File: src/hw/rtl/gsbr_pkg.sv
// Shared types, constants and helpers for the RGB border-renormalizing smoother.
`timescale 1ns / 1ps

package gsbr_pkg;

    localparam int MAX_RADIUS  = 3;
    localparam int MAX_WIDTH   = 2048;
    localparam int MAX_HEIGHT  = 4096;
    localparam int LINES       = 2 * MAX_RADIUS + 1;
    localparam int NUM_WEIGHTS = (2 * MAX_RADIUS + 1) * (2 * MAX_RADIUS + 1);

    localparam int COL_W   = $clog2(MAX_WIDTH);
    localparam int ROW_W   = 13;
    localparam int SLOT_W  = $clog2(LINES);
    localparam int ADDR_W  = SLOT_W + COL_W;
    localparam int KIDX_W  = 6;
    localparam int WIN_W   = 3;
    localparam int ACC_W   = 30;
    localparam int WSUM_W  = 22;
    localparam int QUO_W   = 8;

    localparam logic [1:0] MODE_PIXEL  = 2'd0;
    localparam logic [1:0] MODE_DRAIN  = 2'd1;
    localparam logic [1:0] MODE_WEIGHT = 2'd2;

    localparam logic [1:0] CFG_WIDTH  = 2'd0;
    localparam logic [1:0] CFG_HEIGHT = 2'd1;
    localparam logic [1:0] CFG_RADIUS = 2'd2;

    // One beat travelling down the divider chain: three channel remainders
    // being reduced against a shared divisor, with their partial quotients.
    typedef struct packed {
        logic                          valid;
        logic [WSUM_W-1:0]             divisor;
        logic [2:0][ACC_W-1:0]         rem;
        logic [2:0][QUO_W-1:0]         quo;
        logic                          last;
        logic                          fend;
    } div_beat_t;

    // Reduces a slot sum in the range 0..20 to 0..6.
    function automatic logic [SLOT_W-1:0] slot_wrap(input logic [4:0] s);
        logic [4:0] t;
        begin
            t = s;
            if (t >= 5'd14)
            begin
                t = t - 5'd14;
            end
            else if (t >= 5'd7)
            begin
                t = t - 5'd7;
            end
            slot_wrap = t[SLOT_W-1:0];
        end
    endfunction

endpackage

File: src/hw/rtl/gsbr_div_cell.sv
// One cell of the divider chain: settles one quotient bit for all three channels.
`timescale 1ns / 1ps

module gsbr_div_cell (
    input  logic                   clk,
    input  logic                   rst_n,
    input  logic [2:0]             bit_pos,
    input  gsbr_pkg::div_beat_t    beat_in,
    output gsbr_pkg::div_beat_t    beat_out
);

    gsbr_pkg::div_beat_t beat_next;
    gsbr_pkg::div_beat_t beat_reg;
    logic [gsbr_pkg::ACC_W-1:0] shifted;

    always_comb
    begin
        shifted = {{(gsbr_pkg::ACC_W - gsbr_pkg::WSUM_W){1'b0}}, beat_in.divisor} << bit_pos;
        beat_next = beat_in;
        for (int ch = 0; ch < 3; ch++)
        begin
            if (beat_in.rem[ch] >= shifted)
            begin
                beat_next.rem[ch] = beat_in.rem[ch] - shifted;
                beat_next.quo[ch] = {beat_in.quo[ch][gsbr_pkg::QUO_W-2:0], 1'b1};
            end
            else
            begin
                beat_next.quo[ch] = {beat_in.quo[ch][gsbr_pkg::QUO_W-2:0], 1'b0};
            end
        end
    end

    always_ff @(posedge clk or negedge rst_n)
    begin
        if (!rst_n)
        begin
            beat_reg <= '0;
        end
        else
        begin
            beat_reg <= beat_next;
        end
    end

    assign beat_out = beat_reg;

endmodule

File: config.mk
export PLATFORM = sky130hd
export DESIGN_NAME = gsbr_div_cell
export DESIGN_NICKNAME = d
export VERILOG_FILES = /design/src/hw/rtl/gsbr_pkg.sv /design/src/hw/rtl/gsbr_div_cell.sv
export SDC_FILE = /design/constraint.sdc
export NUM_CORES = 1
export LEC_CHECK = 0
export ABC_AREA = 1
export BUFFER_PORTS_ARGS = -buffer_cell sky130_fd_sc_hd__clkbuf_2
export CORE_ASPECT_RATIO = 1.5
export CORE_MARGIN = 3
export CORE_UTILIZATION = 55
export CTS_CLUSTER_DIAMETER = 80
export DETAILED_ROUTE_END_ITERATION = 10
export GPL_TIMING_DRIVEN = 0
export PLACE_DENSITY = 0.78
export SYNTH_ARGS = -nofsm -noshare
export SYNTH_HDL_FRONTEND = slang
export SYNTH_SLANG_ARGS = --single-unit
File: constraint.sdc
create_clock -name clk -period 1.6 [get_ports clk]
set_clock_uncertainty 0.2 [all_clocks]
set_input_delay 0.4 -clock clk [delete_from_list [all_inputs] [get_ports clk]]
set_output_delay 0.4 -clock clk [all_outputs]
set_load 0.03 [all_outputs]
==> flow_metrics.py, run 1 <==
metrics = {
    "global_routing": {
        "grt.overflow.total": 333,
        "track_usage_pct": 83.7,
        "grt_max_degree": 85,
    },
    "clock_tree": {
        "clockBufferDepth": 2,
        "cts_buffers": 17,
        "cts-root-buf": "clkbuf_16",
        "htreeDepth": 4,
        "cts_sinks": 139,
    },
    "placement": {
        "gp_congestion": 0.999,
        "place_hpwl_mm": 35.7,
        "placed_area_mm2": 0.0144,
        "io_buffers": 278,
    },
    "die": {
        "floorplan.die.width_um": 128,
        "rows": 66,
        "num_io_pins": 283,
        "die_h_um": 189,
        "initial_core_util_pct": 56.4,
    },
    "timing": {
        "worst_endpoint": "beat_out[99]$_DFF_PN0_/D",
        "worst-ep-kind": "sequential cell input",
    },
    "run_status": {
        "stop_stage": "global routing (5_1_grt)",
        "tool.error": "[ERROR GRT-0232] Routing congestion too high. Check the congestion heatmap in the GUI.",
        "status": "aborted with a tool error",
    },
    "logic_synthesis": {
        "syn_nets": 2305,
        "synth-seq-cells": 139,
        "synth_area_mm2": 0.0123,
        "ys.warnings.count": 0,
        "syn_avg_cell_area_um2": 5.97,
        "yosysSeqAreaShare_pct": 28.2,
        "synthCells": 2065,
        "synth.distinct_cells": 28,
    },
}
-- repair_timing --
item,in CTS
buffers inserted,72
gates resized for setup,342
hold buffers,54
pin swaps,75
endpoints found under the setup margin,123
endpoints found under the hold margin,108
gates cloned,5
-- cell usage after synthesis --
library cell | instances | area [µm²]
nand2_1 | 983 | 3690
inv_1 | 365 | 1370
dfrtp_1 | 139 | 3480
nand3_1 | 117 | 586
nor2_1 | 116 | 435
ha_1 | 93 | 1160
a21oi_1 | 46 | 230
o21ai_0 | 44 | 220
xor2_1 | 39 | 342
nand3b_1 | 21 | 158
nand4_1 | 19 | 119
buf_2 | 13 | 65.1
nor3_1 | 13 | 65.1
clkbuf_1 | 11 | 41.3
and2_1 | 6 | 37.5
buf_6 | 6 | 67.6
nor2_2 | 5 | 31.3
clkinv_1 | 4 | 15.0
a21o_1 | 3 | 22.5
a21oi_2 | 3 | 26.3
fa_1 | 3 | 60.1
inv_2 | 3 | 11.3
mux2i_1 | 3 | 30.0
nand2_2 | 3 | 18.8
nand3_2 | 3 | 30.0
buf_1 | 2 | 7.51
a31oi_1 | 1 | 6.26
o21bai_1 | 1 | 7.51
-- metrics by stage --
step	cells	worst slack [ns]	hold slack, ns
2_1_floorplan	2065	-1.18	-0.0956
3_3_place_gp	2615	-2.43	0.308
3_5_place_dp	2616	-2.47	0.206
4_1_cts	2779	-1.13	0.00368
-- layer usage --
layer / global-route usage, % / overflow
met2: 98.9 / 198
met5: 26.7 / 0
met3: 69.7 / 10
met1: 80.4 / 11
met4: 91.5 / 114
-- kinds of logic after synthesis --
family                     after synthesis  share of synthesized area (%)
and+or+nand+nor                       1286                           41.9
buffers and inverters                  404                           12.8
DFF                                    139                           28.2
AOI/OAI and AO/OA                       98                           4.16
adders and majority gates               96                           9.92
xor gates and xnor gates                39                           2.77
muxes                                    3                          0.243
==> inputs of run 2 (changes only) <==
--- a/config.mk
+++ b/config.mk
@@ -7,13 +7,11 @@
 export LEC_CHECK = 0
 export ABC_AREA = 1
 export BUFFER_PORTS_ARGS = -buffer_cell sky130_fd_sc_hd__clkbuf_2
-export CORE_ASPECT_RATIO = 1.5
 export CORE_MARGIN = 3
-export CORE_UTILIZATION = 55
-export CTS_CLUSTER_DIAMETER = 80
+export CORE_UTILIZATION = 40
 export DETAILED_ROUTE_END_ITERATION = 10
 export GPL_TIMING_DRIVEN = 0
-export PLACE_DENSITY = 0.78
+export PLACE_DENSITY_LB_ADDON = 0.15
 export SYNTH_ARGS = -nofsm -noshare
 export SYNTH_HDL_FRONTEND = slang
 export SYNTH_SLANG_ARGS = --single-unit
==> flow_metrics.py, run 2 <==
metrics = {
    "run_status": {
        "status": "finished, violations left",
        "violations": "negative setup slack",
    },
    "logic_synthesis": {
        "ys.flop_type": "dfrtp_1",
        "synth.distinct_cells": 28,
        "synth-seq-cells": 139,
        "synthCells": 2065,
        "yosysMostFrequentCell": "nand2_1",
        "syn_nets": 2305,
        "yosysTopAreaCellShare_pct": 29.9,
        "synthTopCellsByArea": "nand2_1 (30%), dfrtp_1 (28%), inv_1 (11%)",
        "ys_async_sr_fraction_pct": 100,
        "yosysSeqAreaShare_pct": 28.2,
        "syn_avg_cell_area_um2": 5.97,
        "ys.warnings.count": 0,
        "synth_area_mm2": 0.0123,
        "synth_largest_area_cell": "nand2_1",
        "synth_edf_count": 0,
        "synth_commonest_cells": "nand2_1 (983), inv_1 (365), dfrtp_1 (139), nand3_1 (117), nor2_1 (116)",
    },
    "timing": {
        "relSlewSlack_pct": 63.7,
        "fmax_mhz": 362,
        "setup_viol": 120,
        "maxSlewViolCount": 0,
        "post-route-min-period_ns": 2.76,
        "whs_ns": 0.0109,
        "worst_slew_pin_slew_ns": 0.545,
        "timing.final.crit_share_pct": 172,
        "final.setup.worst_slack_ns": -1.16,
        "rsz0062_at_grt": "yes",
        "finalHoldViolations": 0,
    },
    "critical_path": {
        "slowest_delay_ns": 0.26,
        "cpLargestDelayFamily": "simple AND/OR/NAND/NOR gates",
        "worstPathCellList": "clkbuf_16, buf_12, mux2i_4, nand2_1, o21ai_2, nand2_1, nand2_4, ha_4, nand2_4, inv_1, nand2_1, nand2_2, inv_1, a21oi_2, nor2_2, nand2_4, buf_6, bufbuf_16, nand3_1, nand2_1",
        "crit_type": "primary input to register",
        "start_kind": "primary input",
        "cp.arrival_ns": 2.91,
        "cp_slowest_cell": "mux2i_4",
        "required_ns": 1.75,
        "cp-end-kind": "register",
        "path_max_fanout": 10,
        "critPathBufInv": 6,
        "crit_top_cell": "nand2_1",
    },
    "die": {
        "floorplan.die.width_um": 182,
        "rows": 63,
        "initial_core_util_pct": 41.1,
        "num_io_pins": 283,
        "die_h_um": 182,
        "fp.coreArea_mm2": 0.0300,
        "dieArea_mm2": 0.0330,
    },
    "cells_and_area": {
        "layout_commonest_cell": "nand2_1",
        "areaGrowthSynthToFinish_pct": 56.7,
        "largest_register_ffs": 139,
        "layout_common_cells": "nand2_1 (877), inv_1 (354), clkbuf_2 (228)",
        "antennaDiodeCount": 0,
        "post-route-cell-area_mm2": 0.0193,
        "layout-drive-gt1-share_pct": 29.4,
        "instances_no_fill": 2935,
        "fin_nets": 2772,
    },
    "detailed_routing": {
        "vias_per_cell": 4.92,
        "drtIter0Drc": 1128,
        "dr.pass1.iters": 6,
        "route.vias.total": 14400,
        "wirelength_mm": 50.6,
        "routedWlPerCell_um": 17.2,
        "drc": 0,
        "ant_nets": 0,
    },
    "global_routing": {
        "grt_pass1_vias": 14000,
        "antenna_found_initial": 1,
        "grt.overflow.total": 0,
        "grt_max_degree": 77,
        "track_usage_pct": 30.0,
        "grt_pass1_wl_mm": 76.8,
    },
    "placement": {
        "dpl.cell_count": 2734,
        "place_hpwl_mm": 36.6,
        "placed_area_mm2": 0.0146,
        "io_buffers": 278,
        "gp_congestion": 0.959,
    },
    "run": {
        "maxCapViolCount": 0,
    },
    "clock_tree": {
        "cts_buffers": 17,
        "tritoncts": "yes",
        "cts_sinks": 139,
        "cts-root-buf": "clkbuf_16",
        "htreeDepth": 4,
        "clockBufferDepth": 2,
        "clkSlewWorstSetupHoldPaths_ns": 0.07,
    },
    "worst_hold_path": {
        "min_path_type": "primary input to register",
    },
    "pwr": {
        "peakVddDrop_mv": 0.731,
        "p_leak_uw": 0.0105,
        "cellPowerDensity_mw_per_mm2": 935,
    },
}
==> run 2: cell counts after synthesis <==
No cell type changed its count.
==> run 2: tightest hold or removal path, delay by kind of cell <==
family,cells,cell delay (ns)
buffers and inverters,1,0.11
and+or+nand+nor,2,0.12
==> run 2: cell type report <==
class	count	area [µm²]
Tap cell	390	488
Timing Repair Buffer	448	3440
Clock inverter	12	161
Buffer	32	449
Multi-Input combinational cell	1522	9440
Inverter	372	1410
Sequential cell	139	3480
Clock buffer	20	457
Fill cell	2690	10700
==> run 2: through the flow <==
step	TNS, ns	utilization, %	worst slack [ns]	power (µW)
floorplan	-104.98	-	-1.18	9370
global placement	-531.78	48.5	-2.40	11600
detailed placement	-198.44	48.6	-2.25	11700
CTS	-94.51	62.2	-1.10	17600
global route	-113.08	64.4	-1.32	19100
finish	-98.51	64.4	-1.16	18100
==> run 2: path summary, 6_finish.rpt <==
path,start,end,slack [ns],cells past startpoint
max in group asynchronous,rst_n,beat_out[75],0.18,3
worst min-delay path,beat_in[51],beat_out[51],0.01,3
min in group asynchronous,rst_n,beat_out[20],0.27,2
worst max-delay path,bit_pos[0],beat_out[76],-1.16,20
==> run 2: what timing repair did <==
action	4_1_cts	5_1_grt
gates resized for setup	344	140
setup buffers	55	24
gates cloned	3	2
hold buffers	88	0
pin swaps	53	39
endpoints found under the hold margin	150	0
setup endpoints to repair	218	274
==> run 2: power breakdown <==
part | internal [µW] | switching [µW]
registers | 4150 | 234
clock network | 2550 | 1730
logic | 3540 | 5870
total | 10200 | 7830
==> run 2: logic make-up after synthesis <==
kind of cell / after synthesis / share of synthesized area, %
AND/OR/NAND/NOR: 1286 / 41.9
buffers and inverters: 404 / 12.8
flip-flops: 139 / 28.2
AO/OA/AOI/OAI: 98 / 4.16
adder cells (fa/ha/maj): 96 / 9.92
XOR/XNOR: 39 / 2.77
multiplexers: 3 / 0.243
==> run 2: per-layer routing <==
layer | share of wire, % | up-vias | track usage, %
met5 | 0.040 | - | 0
met4 | 3.9 | 2 | 11.9
met3 | 7.9 | 97 | 5.79
met2 | 45 | 577 | 48.1
met1 | 43 | 6584 | 39.8
li1 | - | 7185 | -
No activity file was read; power rests on OpenSTA's default activity.
